File: config.mk
export PLATFORM = sky130hd
export DESIGN_NAME = byte_ring_fifo_peek_skip
export DESIGN_NICKNAME = d
export VERILOG_FILES = /design/src/brfps_pkg.sv /design/src/byte_ring_fifo_peek_skip.sv
export SDC_FILE = /design/constraint.sdc
export NUM_CORES = 2
export LEC_CHECK = 0
export BUFFER_PORTS_ARGS = -buffer_cell sky130_fd_sc_hd__buf_2
export CAP_MARGIN = 20
export CORE_MARGIN = 10
export CORE_UTILIZATION = 30
export DETAILED_ROUTE_END_ITERATION = 8
export SLEW_MARGIN = 40
export SYNTH_ARGS = -nofsm -noshare
export SYNTH_HDL_FRONTEND = slang
export SYNTH_SLANG_ARGS = --single-unit
File: constraint.sdc
create_clock -name i_clk -period 13.1 [get_ports i_clk]
set_input_delay 2.62 -clock i_clk [delete_from_list [all_inputs] [get_ports i_clk]]
set_output_delay 2.62 -clock i_clk [all_outputs]
set_load 0.02 [all_outputs]
File: src/brfps_pkg.sv
// Package for the circular byte FIFO with peek and skip.
// Holds the item structs, the operation codes and the parameter defaults.
// No dependencies.
package brfps_pkg;

    localparam int DEPTH_DEF       = 256;
    localparam int MAX_REQUEST_DEF = 64;

    localparam int BYTE_W  = 8;
    localparam int COUNT_W = 7;
    localparam int FILL_W  = 9;
    localparam int CAP_W   = 9;

    // capacity register value after reset
    localparam int CAP_RESET = 256;

    typedef enum logic [1:0] {
        KIND_WRITE = 2'd0,
        KIND_READ  = 2'd1,
        KIND_PEEK  = 2'd2,
        KIND_SKIP  = 2'd3
    } t_kind;

    typedef enum logic {
        ST_IDLE,
        ST_STREAM
    } t_state;

    typedef struct packed {
        t_kind               kind;
        logic [BYTE_W-1:0]   data_byte;
        logic [COUNT_W-1:0]  request_count;
    } t_in_item;

    typedef struct packed {
        logic [BYTE_W-1:0]   out_byte;
        logic                byte_valid;
        logic                last;
        logic [COUNT_W-1:0]  moved_count;
        logic [FILL_W-1:0]   fill_level;
    } t_out_item;

endpackage

File: src/byte_ring_fifo_peek_skip.sv
// Top level of the circular byte FIFO with read, peek and skip.
// Depends on brfps_pkg (item structs, operation codes, defaults).
// Holds the byte store, the ring pointers and the read sequencer.
//
//  channel | dir | handshake                 | payload
//  --------+-----+---------------------------+-----------------------------
//  in      | in  | i_in_valid / o_in_ready   | i_in_item  (t_in_item)
//  out     | out | o_out_valid / i_out_ready | o_out_item (t_out_item)
//  cfg     | in  | i_cfg_valid / o_cfg_ready | i_cfg_data (capacity, 9 bits)
//
// Flow: a write, a skip or an empty request leaves one item in the output
// register. A read or peek of n bytes issues one store read per cycle from the
// single read port while the output is not stalled, and so gives n items;
// the next input item is taken only once the last store read has moved on
// to the output register.
// Reset: pointers and fill count cleared, capacity set to its reset value; the
// store itself is not cleared and needs no clearing pass.
// Stalls: a stalled output holds one item in the output register and one in
// the store read register; the sequencer waits until either frees up.
module byte_ring_fifo_peek_skip #(
    parameter int DEPTH       = brfps_pkg::DEPTH_DEF,
    parameter int MAX_REQUEST = brfps_pkg::MAX_REQUEST_DEF
) (
    input  logic                        i_clk,
    input  logic                        i_rst_n,
    input  logic                        i_in_valid,
    output logic                        o_in_ready,
    input  brfps_pkg::t_in_item         i_in_item,
    output logic                        o_out_valid,
    input  logic                        i_out_ready,
    output brfps_pkg::t_out_item        o_out_item,
    input  logic                        i_cfg_valid,
    output logic                        o_cfg_ready,
    input  logic [brfps_pkg::CAP_W-1:0] i_cfg_data
);

    localparam int IW = $clog2(DEPTH);           // ring index width
    localparam int CW = $clog2(DEPTH + 1);       // holds DEPTH itself
    localparam int MW = (CW > brfps_pkg::COUNT_W) ? CW : brfps_pkg::COUNT_W;
    localparam int EW = (CW > brfps_pkg::CAP_W) ? CW : brfps_pkg::CAP_W;
    localparam int CAP_RST_EFF = (DEPTH < brfps_pkg::CAP_RESET) ?
                                 DEPTH : brfps_pkg::CAP_RESET;

    localparam logic [brfps_pkg::COUNT_W-1:0] MAX_REQ =
        brfps_pkg::COUNT_W'(MAX_REQUEST);

    // byte store: one write port, one registered read port
    logic [brfps_pkg::BYTE_W-1:0] mem_store [DEPTH];
    logic [brfps_pkg::BYTE_W-1:0] r_rdata;

    // ring state
    logic [IW-1:0] r_head, n_head;
    logic [IW-1:0] r_tail, n_tail;
    logic [CW-1:0] r_held, n_held;
    logic [CW-1:0] r_cap,  n_cap;

    // read sequencer
    brfps_pkg::t_state             r_state, n_state;
    logic [IW-1:0]                 r_idx,  n_idx;
    logic [brfps_pkg::COUNT_W-1:0] r_left, n_left;
    logic [brfps_pkg::COUNT_W-1:0] r_moved, n_moved;
    logic                          r_rd_pend, n_rd_pend;
    logic                          r_rd_last, n_rd_last;

    // output register
    logic                  r_out_valid, n_out_valid;
    brfps_pkg::t_out_item  r_out, n_out;

    // store access controls
    logic          wr_en;
    logic          rd_en;
    logic [IW-1:0] rd_addr;

    logic                          out_free;
    logic                          in_acc;
    logic [brfps_pkg::COUNT_W-1:0] req_sat;
    logic [brfps_pkg::COUNT_W-1:0] n_take;
    logic [IW-1:0]                 head_adv;
    logic [CW:0]                   head_sum;

    // step an index by one, wrapping at the capacity in use
    function automatic logic [IW-1:0] wrap_next(input logic [IW-1:0] idx,
                                                input logic [CW-1:0] cap);
        logic [CW-1:0] inc;
        inc = CW'(idx) + CW'(1);
        return (inc >= cap) ? '0 : IW'(inc);
    endfunction

    // capacity as written, clamped into 1 .. DEPTH
    function automatic logic [CW-1:0] eff_cap(input logic [brfps_pkg::CAP_W-1:0] v);
        logic [EW-1:0] ve;
        ve = EW'(v);
        if (ve == '0) begin
            return CW'(1);
        end else if (ve > EW'(DEPTH)) begin
            return CW'(DEPTH);
        end
        return CW'(ve);
    endfunction

    assign out_free    = !r_out_valid || i_out_ready;
    assign o_in_ready  = (r_state == brfps_pkg::ST_IDLE) && !r_rd_pend && out_free;
    assign in_acc      = i_in_valid && o_in_ready;
    assign o_cfg_ready = 1'b1;
    assign o_out_valid = r_out_valid;
    assign o_out_item  = r_out;

    // request clipped to the limit, then to the fill level
    always_comb begin
        logic [MW-1:0] held_m;
        logic [MW-1:0] req_m;
        req_sat = (i_in_item.request_count > MAX_REQ) ? MAX_REQ
                                                     : i_in_item.request_count;
        held_m  = MW'(r_held);
        req_m   = MW'(req_sat);
        n_take  = (held_m < req_m) ? brfps_pkg::COUNT_W'(held_m) : req_sat;
        // head + n stays below twice the capacity: one compare and subtract
        head_sum = (CW + 1)'(r_head) + (CW + 1)'(n_take);
        if (head_sum >= (CW + 1)'(r_cap)) begin
            head_sum = head_sum - (CW + 1)'(r_cap);
        end
        head_adv = IW'(head_sum);
    end

    always_comb begin
        n_head      = r_head;
        n_tail      = r_tail;
        n_held      = r_held;
        n_cap       = r_cap;
        n_state     = r_state;
        n_idx       = r_idx;
        n_left      = r_left;
        n_moved     = r_moved;
        n_rd_pend   = r_rd_pend;
        n_rd_last   = r_rd_last;
        n_out_valid = r_out_valid;
        n_out       = r_out;
        wr_en       = 1'b0;
        rd_en       = 1'b0;
        rd_addr     = r_idx;

        if (r_out_valid && i_out_ready) begin
            n_out_valid = 1'b0;
        end

        // store read data moves on to the output register
        if (r_rd_pend && out_free) begin
            n_out_valid            = 1'b1;
            n_out.out_byte         = r_rdata;
            n_out.byte_valid       = 1'b1;
            n_out.last             = r_rd_last;
            n_out.moved_count      = r_moved;
            n_out.fill_level       = brfps_pkg::FILL_W'(r_held);
            n_rd_pend              = 1'b0;
        end

        unique case (r_state)
            brfps_pkg::ST_STREAM: begin
                if (!r_rd_pend || out_free) begin
                    rd_en     = 1'b1;
                    rd_addr   = r_idx;
                    n_rd_pend = 1'b1;
                    n_rd_last = (r_left == brfps_pkg::COUNT_W'(1));
                    n_idx     = wrap_next(r_idx, r_cap);
                    n_left    = r_left - brfps_pkg::COUNT_W'(1);
                    if (r_left == brfps_pkg::COUNT_W'(1)) begin
                        n_state = brfps_pkg::ST_IDLE;
                    end
                end
            end
            brfps_pkg::ST_IDLE: begin
                if (in_acc) begin
                    // single-result items unless a read or peek finds bytes
                    n_out.out_byte    = '0;
                    n_out.byte_valid  = 1'b0;
                    n_out.last        = 1'b1;
                    n_out.moved_count = '0;
                    n_out.fill_level  = brfps_pkg::FILL_W'(r_held);
                    unique case (i_in_item.kind)
                        brfps_pkg::KIND_WRITE: begin
                            n_out_valid = 1'b1;
                            if (r_held < r_cap) begin
                                wr_en             = 1'b1;
                                n_tail            = wrap_next(r_tail, r_cap);
                                n_held            = r_held + CW'(1);
                                n_out.moved_count = brfps_pkg::COUNT_W'(1);
                                n_out.fill_level  = brfps_pkg::FILL_W'(n_held);
                            end
                        end
                        brfps_pkg::KIND_SKIP: begin
                            n_out_valid       = 1'b1;
                            n_head            = head_adv;
                            n_held            = r_held - CW'(n_take);
                            n_out.moved_count = n_take;
                            n_out.fill_level  = brfps_pkg::FILL_W'(n_held);
                        end
                        brfps_pkg::KIND_READ, brfps_pkg::KIND_PEEK: begin
                            if (n_take == '0) begin
                                n_out_valid = 1'b1;
                            end else begin
                                // first store read goes out in the accept cycle
                                rd_en     = 1'b1;
                                rd_addr   = r_head;
                                n_rd_pend = 1'b1;
                                n_rd_last = (n_take == brfps_pkg::COUNT_W'(1));
                                n_idx     = wrap_next(r_head, r_cap);
                                n_left    = n_take - brfps_pkg::COUNT_W'(1);
                                n_moved   = n_take;
                                if (n_take != brfps_pkg::COUNT_W'(1)) begin
                                    n_state = brfps_pkg::ST_STREAM;
                                end
                                if (i_in_item.kind == brfps_pkg::KIND_READ) begin
                                    n_head = head_adv;
                                    n_held = r_held - CW'(n_take);
                                end
                            end
                        end
                        default: begin
                        end
                    endcase
                end
            end
            default: begin
            end
        endcase

        // capacity write empties the ring
        if (i_cfg_valid) begin
            n_cap  = eff_cap(i_cfg_data);
            n_head = '0;
            n_tail = '0;
            n_held = '0;
        end
    end

    always_ff @(posedge i_clk) begin
        if (!i_rst_n) begin
            r_head      <= '0;
            r_tail      <= '0;
            r_held      <= '0;
            r_cap       <= CW'(CAP_RST_EFF);
            r_state     <= brfps_pkg::ST_IDLE;
            r_rd_pend   <= 1'b0;
            r_out_valid <= 1'b0;
        end else begin
            r_head      <= n_head;
            r_tail      <= n_tail;
            r_held      <= n_held;
            r_cap       <= n_cap;
            r_state     <= n_state;
            r_rd_pend   <= n_rd_pend;
            r_out_valid <= n_out_valid;
        end
    end

    always_ff @(posedge i_clk) begin
        r_idx     <= n_idx;
        r_left    <= n_left;
        r_moved   <= n_moved;
        r_rd_last <= n_rd_last;
        r_out     <= n_out;
    end

    // byte store
    always_ff @(posedge i_clk) begin
        if (wr_en) begin
            mem_store[r_tail] <= i_in_item.data_byte;
        end
        if (rd_en) begin
            r_rdata <= mem_store[rd_addr];
        end
    end

`ifndef SYNTHESIS
    a_held_le_cap: assert property (@(posedge i_clk) disable iff (!i_rst_n)
        r_held <= r_cap)
        else $error("fill count above capacity");

    a_ptr_in_ring: assert property (@(posedge i_clk) disable iff (!i_rst_n)
        (CW'(r_head) < r_cap) && (CW'(r_tail) < r_cap))
        else $error("ring pointer beyond capacity");

    a_stream_left: assert property (@(posedge i_clk) disable iff (!i_rst_n)
        (r_state == brfps_pkg::ST_STREAM) |-> (r_left != '0))
        else $error("sequencer streaming with no bytes left");

    a_rdata_hold: assert property (@(posedge i_clk) disable iff (!i_rst_n)
        (r_rd_pend && r_out_valid && !i_out_ready) |=> ($stable(r_rdata) && r_rd_pend))
        else $error("pending store read lost under stall");
`endif

endmodule
### After elaboration in Yosys (flattened, before gate mapping)

Memory sizes are Yosys's and may differ from the RTL's. A register that Yosys moved wholly into a read port is not among the register bits.
Cells that the tools add are included.

| word-level totals | value |
|---|---|
| register bits | 86 |
| memories | 1 |
| output and inout port bits | 29 |
| memory bits (writable) | 2,048 |
| input bits | 31 |

Memories:

| name | words | width | rd ports | clocked after memory_dff | write ports | line | RTL |
|---|---|---|---|---|---|---|---|
| mem_store | 256 | 8 | 1 | 1 | 1 | byte_ring_fifo_peek_skip.sv:48 | `logic [brfps_pkg::BYTE_W-1:0] mem_store [DEPTH];` |

| operators by class | value |
|---|---|
| magnitude comparators | 8 |
| add/sub/neg operators | 9 |
| reduce and logical (&&, ||, !) cells | 21 |
| bitwise gates (word level) | 3 |
| mux-type cells | 73 |
| eq/ne operators | 13 |

Operators with widths:

| kind | number |
|---|---|
| 2-to-1 mux 8 bit | 13 |
| 2-to-1 mux 26 bit | 3 |
| 2-to-1 mux 9 bit | 6 |
| case mux 8 bit (2 select lines) | 3 |
| 2-to-1 mux 7 bit | 6 |
| greater-or-equal comparator 9 bit | 4 |
| 2-to-1 mux 1 bit | 33 |
| case mux 16 bit (2 select lines) | 1 |
| adder 8 x 1 -> 9 bit, second input constant | 3 |
| case mux 9 bit (3 select lines) | 1 |
| equality test 7 x 1 -> 1 bit, second input constant | 2 |
| case mux 7 bit (2 select lines) | 1 |
| subtractor 7 x 1 -> 7 bit, second input constant | 2 |
| AND reduction 4 bit | 3 |
| 2-to-1 mux 10 bit | 1 |
| inequality test 2 bit, second input constant | 5 |
| case mux 1 bit (2 select lines) | 5 |
| AND reduction 5 bit | 2 |
| adder 8 x 7 -> 9 bit | 1 |
| adder 9 x 1 -> 9 bit, second input constant | 1 |
| > comparator 9 bit, second input constant | 1 |
| zero test 9 bit | 1 |
| less-than comparator 9 x 7 -> 1 bit | 1 |
| less-than comparator 9 bit | 1 |
| other kinds (15) | 27 |

### Longest topological paths before layout

| logic depth | value |
|---|---|
| word-level depth | 10 |
| depth in mapped cells | 26 |

### Worst setup path before layout

OpenSTA, ideal clock, no wires.

| timing | value |
|---|---|
| kind | input -> register |
| from | in i_in_item[4] (netlist bit) |
| to | reg r_head[0] |
| library setup time | 0.086 ns |
| data required time | 13.014 ns |
| arrival | 7.675 ns |
| cell stages on the path | 23 |
| slack | 5.339 ns |
| path through | nor2b_1 > inv_1 > ha_1 > nand4_1 > o221a_2 > o21a_1 > clkbuf_1 > clkbuf_1 > o21ai_1 > ha_1 > fa_1 > ha_1 > nor2b_1 > o21ai_0 > a21boi_0 > o21ai_0 > a21boi_0 > o21ai_0 > a21boi_0 > o21ai_0 > nand2_1 > mux2_2 > a211oi_1 |

| on the way | value |
|---|---|
| word-level cells in the longest chain between the ends | 10 |
| elaborated cells between the ends (all ways) | 14 |

RTL lines:

| item | line | RTL |
|---|---|---|
| start, declared | byte_ring_fifo_peek_skip.sv:28 | `input brfps_pkg::t_in_item i_in_item,` |
| > comparator 7 bit | byte_ring_fifo_peek_skip.sv:112 | `req_sat = (i_in_item.request_count > MAX_REQ) ? MAX_REQ` |
| 2-to-1 mux 7 bit (*) | byte_ring_fifo_peek_skip.sv:112 |  |
| less-than comparator 9 x 7 -> 1 bit | byte_ring_fifo_peek_skip.sv:116 | `n_take = (held_m < req_m) ? brfps_pkg::COUNT_W'(held_m) : req_sat;` |
| 2-to-1 mux 7 bit (*) | byte_ring_fifo_peek_skip.sv:116 |  |
| via n_take (one bit) | byte_ring_fifo_peek_skip.sv:77 | `logic [brfps_pkg::COUNT_W-1:0] n_take;` |
| adder 8 x 7 -> 9 bit | byte_ring_fifo_peek_skip.sv:118 | `head_sum = (CW + 1)'(r_head) + (CW + 1)'(n_take);` |
| subtractor 8 bit / greater-or-equal comparator 9 bit (equally long branches) | byte_ring_fifo_peek_skip.sv:120, byte_ring_fifo_peek_skip.sv:119 |  |
| 2-to-1 mux 8 bit | byte_ring_fifo_peek_skip.sv:119 | `if (head_sum >= (CW + 1)'(r_cap)) begin` |
| 2-to-1 mux 8 bit | byte_ring_fifo_peek_skip.sv:212 | `if (i_in_item.kind == brfps_pkg::KIND_READ) begin` |
| 2-to-1 mux 8 bit | byte_ring_fifo_peek_skip.sv:198 | `if (n_take == '0) begin` |
| case mux 8 bit (2 select lines) | byte_ring_fifo_peek_skip.sv:179 | `unique case (i_in_item.kind)` |
| end signal, assigned | byte_ring_fifo_peek_skip.sv:246 | `r_head <= n_head;` |
| end, declared | byte_ring_fifo_peek_skip.sv:52 | `logic [IW-1:0] r_head, n_head;` |

Mark *: on every way through the listed nets, which the timed path passes. The rest lies on a longest branch. The select of a mux whose other input is x is not followed.
A chain may end at the register's enable or synchronous reset.

### Worst setup path after layout

| timing | value |
|---|---|
| from | in i_in_item[6] (netlist bit) |
| to | reg r_rdata[7] (netlist bit), read port of mem_store, data pin |

| on the way | value |
|---|---|
| word-level cells in the longest chain between the ends | 9 |
| elaborated cells between the ends (all ways) | 13 |

RTL lines:

| item | line | RTL |
|---|---|---|
| > comparator 7 bit | byte_ring_fifo_peek_skip.sv:112 |  |
| 2-to-1 mux 7 bit (*) | byte_ring_fifo_peek_skip.sv:112 |  |
| less-than comparator 9 x 7 -> 1 bit | byte_ring_fifo_peek_skip.sv:116 |  |
| 2-to-1 mux 7 bit (*) | byte_ring_fifo_peek_skip.sv:116 |  |
| via n_take (one bit) | byte_ring_fifo_peek_skip.sv:77 |  |
| zero test 7 bit (*) | byte_ring_fifo_peek_skip.sv:198 |  |
| 2-to-1 mux 8 bit / 2-to-1 mux 1 bit (equally long branches) | byte_ring_fifo_peek_skip.sv:198 |  |
| 2-to-1 mux 8 bit / 2-to-1 mux 1 bit (equally long branches) | byte_ring_fifo_peek_skip.sv:179 |  |
| 2-to-1 mux 8 bit / 2-to-1 mux 1 bit (equally long branches) | byte_ring_fifo_peek_skip.sv:172 | `if (in_acc) begin` |
| case mux 8 bit (2 select lines) / case mux 1 bit (2 select lines) (equally long branches) | byte_ring_fifo_peek_skip.sv:157 | `unique case (r_state)` |
| end, declared | byte_ring_fifo_peek_skip.sv:49 | `logic [brfps_pkg::BYTE_W-1:0] r_rdata;` |

Mark *: on every way through the listed nets, which the timed path passes. The rest lies on a longest branch.

==> results.py <==
metrics = {
    "worst_hold_path": {
        "whs_path_depth": 2,
        "hold_path.class": "register to register",
        "hold_end": "o_out_item[21]",
        "min_from": "o_out_item[21]",
    },
    "clock_network": {
        "cts_tree": "yes",
        "cts_max_level": 4,
        "cts.repair.resized": 0,
        "cts-root-buf": "clkbuf_16",
        "cts_made_buffers": 213,
        "worstSkewPairLatency_ns": 0.89,
        "hold_buffers": 0,
        "clk_pin_slew_ns": 0.06,
        "clkSinkCount": 2142,
        "postCtsSetupBuffers": 0,
        "clk_path_buf_depth": 3,
    },
    "setup_path": {
        "crit_path_end_kind": "register",
        "cp-startpoint": "i_in_item[6]",
        "regToRegStartpoint": "r_held[4]",
        "cp_cell_sequence": "buf_2 > nor2b_1 > inv_1 > ha_1 > a21oi_1 > o221a_2 > o21a_1 > nand2_1 > o21ai_1 > inv_1 > ha_1 > and3_1 > o211a_1 > o31ai_1 > and2_4 > buf_12 > buf_4 > mux2i_1 > o22ai_1 > nor4_1 > nor3_1 > o41ai_2 > nand4_1",
        "worstPathArrival_ns": 10.31,
        "start_kind": "primary input",
        "cp_max_fo": 72,
        "path_depth": 23,
        "cp_num_buf_inv": 5,
        "slowest_stage": "o41ai_2",
        "critical_path_required_ns": 13.68,
        "max_stage_delay_ns": 0.77,
        "reg2reg_to": "r_rdata[7]",
        "worst_r2r_path_depth": 20,
        "path_delay_family": "compound AO/OA/AOI/OAI gates",
        "r2r_slack_ns": 4.94,
        "worstSetupPathType": "primary input to register",
    },
    "timing": {
        "hold_viol": 0,
        "fmax_ghz": 0.1027,
        "setup_viol": 0,
        "period_needed_ns": 9.733,
        "relSlewSlack_pct": 38.91,
        "finClkSkew_ns": 0.06009,
        "fin_crit_sh_pct": 74.30,
        "holdWs_ns": 0.4653,
        "setup_tns_ns": 0,
        "tightest_slew_ns": 0.9138,
        "rsz0062_at_grt": "false",
        "setup_ws_ns": 3.367,
        "slew_viol_final": 0,
    },
    "drt": {
        "first_iter_violations": 5898,
        "top_layer": "met4",
        "drtPass1Iterations": 5,
        "viasPerCell": 5.195,
        "wire_per_inst_um": 24.04,
        "dr_wl_met2_mm": 117.6,
        "drc": 0,
        "vias": 53220,
        "met1_length_mm": 102.5,
        "ant_nets": 0,
        "wirelength_mm": 246.3,
        "routed-wl-met3_mm": 18.60,
    },
    "cells_and_area": {
        "fin_util_pct": 34.50,
        "nNetsFinal": 6298,
        "final_cells": 10250,
        "area_delta_synth_final_pct": 14.19,
        "drive_above_1_share_pct": 10.97,
    },
    "synth": {
        "synth_cell_type_count": 67,
        "synth_seq_area_share_pct": 72.96,
        "syn_area_um2": 87290,
        "synthArstFlopShare_pct": 0,
        "syn_nets": 6282,
        "synth-seq-cells": 2142,
        "ys_warn_count": 0,
        "synth_edf_count": 2079,
        "postSynthAreaPerCell_um2": 14.15,
        "ys.flop_type": "edfxtp_1",
        "netlist_instances": 6170,
    },
    "die": {
        "io_pins": 60,
        "die-area_um2": 313000,
        "die_y_um": 559.4,
        "core_um2": 288900,
        "dieWidth_um": 559.4,
        "initial_core_util_pct": 30.22,
        "rows": 197,
    },
    "place": {
        "dp_slack_ns": 2.766,
        "placed_cells": 9846,
        "dp_hpwl_mm": 144.5,
        "gp_congestion": 0.8408,
        "portBuffers": 58,
    },
    "global_routing": {
        "grt_pass1_vias": 51730,
        "antenna_found_initial": 3,
        "grt_usage_pct": 14.98,
        "grt_max_degree": 160,
        "grt_overflow": 0,
        "grt_pass1_wl_mm": 359.3,
    },
    "power_and_ir_drop": {
        "powerDensity_nw_per_um2": 169.2,
        "vdd.ir_drop.worst_uv": 120.6,
        "leakage_nw": 32.75,
    },
    "job": {
        "drv_cap": 0,
    },
    "outcome": {
        "status": "completed",
    },
}
## layout by cell type (no fill, tap or decap), types with 21 or more instances in the layout
cell type / instances
mux2i_1: 625
clkinv_2: 41
edfxtp_1: 2079
nand3_1: 33
buf_12: 23
dfxtp_1: 63
buf_2: 50
clkbuf_1: 44
nor3_1: 153
clkbuf_16: 217
buf_4: 97
a31oi_1: 42
nor2_1: 190
nor4_1: 207
ha_1: 78
nor2_2: 121
o21ai_0: 35
xnor2_1: 25
nand2_1: 1005
o22ai_1: 247
inv_1: 58
a21oi_1: 457
a21o_1: 31
xor2_1: 21
o221ai_1: 38
clkinv_1: 54
## metrics by stage
stage,power (W),instance area (um2)
after floorplan,0.009844,87290
after global placement,0.01106,92220
after detailed placement,0.01113,92690
after CTS,0.01690,99340
after global routing,0.01742,99670
final,0.01687,99680
## tightest hold or removal path, delay by kind of cell, from the launching register on
| family | cells | cell delay [ns] |
|---|---|---|
| flops | 1 | 0.31 |
| compound gates | 1 | 0.05 |
| simple gates | 1 | 0.05 |
## area by class of cell
type / instances / area, um2
clock buffers: 262 / 5600
clock inverters: 128 / 1045
fillers: 27700 / 189200
well taps: 3880 / 4855
inverters: 59 / 221.5
multi-input cells: 3572 / 22410
repair buffers: 198 / 1844
flip-flops and latches: 2142 / 63690
diodes: 4 / 10.01
## state kept, by name (all words and copies together) (netlist names)
signal / count
r_left: 7
o_out_item: 26
mem_store: 2048
r_state: 1
r_rd_pend: 1
r_head: 8
r_cap: 9
r_idx: 8
r_rd_last: 1
r_tail: 8
r_rdata: 8
o_out_valid: 1
r_held: 9
r_moved: 7
## power breakdown
group / switching, W / internal (W) / leakage, nW
clock: 0.00265 / 0.00320 / 3.24
combinational: 0.00230 / 0.00106 / 10.3
sequential: 0.0000674 / 0.00758 / 19.2
total: 0.00502 / 0.0118 / 32.7
## Yosys cell counts (6+ instances only)
library cell / number / area, um2
edfxtp_1: 2079 / 62430
nand2_1: 1021 / 3832
mux2i_1: 627 / 6276
a21oi_1: 458 / 2292
nor2_1: 311 / 1167
o22ai_1: 247 / 1545
nor4_1: 208 / 1301
clkbuf_1: 202 / 758.2
buf_2: 160 / 800.8
nor3_1: 158 / 790.8
ha_1: 78 / 975.9
dfxtp_1: 63 / 1261
inv_1: 59 / 221.5
a31oi_1: 49 / 306.5
nand3_1: 43 / 215.2
o221ai_1: 38 / 332.8
o21ai_0: 35 / 175.2
o41ai_1: 32 / 280.3
a21o_1: 31 / 232.7
xnor2_1: 25 / 219.0
xor2_1: 21 / 183.9
nor2b_1: 20 / 125.1
buf_1: 18 / 67.56
a211oi_1: 17 / 127.6
nand4_1: 17 / 106.4
and2_1: 13 / 81.33
buf_4: 13 / 97.59
nand2b_1: 10 / 62.56
a21boi_0: 9 / 67.56
nor3b_1: 7 / 52.55
o211ai_1: 6 / 45.04
o21ai_1: 6 / 30.03
o32ai_1: 6 / 52.55
## metal layers
layer,up-vias,track usage (%)
li1,23470,-
met1,27140,20.19
met2,2254,24.23
met3,365,2.715
met4,0,5.366
met5,-,0
## worst max-delay path by stage
stage,endpoint,slack (ns)
final,r_rdata[7],3.37
after global routing,r_rdata[5],3.11
after CTS,r_rdata[5],3.75
after detailed placement,r_rdata[5],2.77
after global placement,r_rdata[1],2.11
after floorplan,r_head[0],5.34
## logic make-up (layout without fill, tap and decap cells)
group                    Yosys count  count (layout)  share of synthesized area (%)
multiplexers                     632             632                          7.254
AO/OA/AOI/OAI                    975             975                          6.745
buffers and inverters            456             647                          2.273
other                              1               5                       0.004296
flip-flops                      2142            2142                          72.96
adder cells (fa/ha/maj)           81              81                          1.187
AND/OR/NAND/NOR                 1837            1837                          9.112
XOR/XNOR                          46              46                         0.4615
Note: power is estimated with default switching activity, not from simulation.
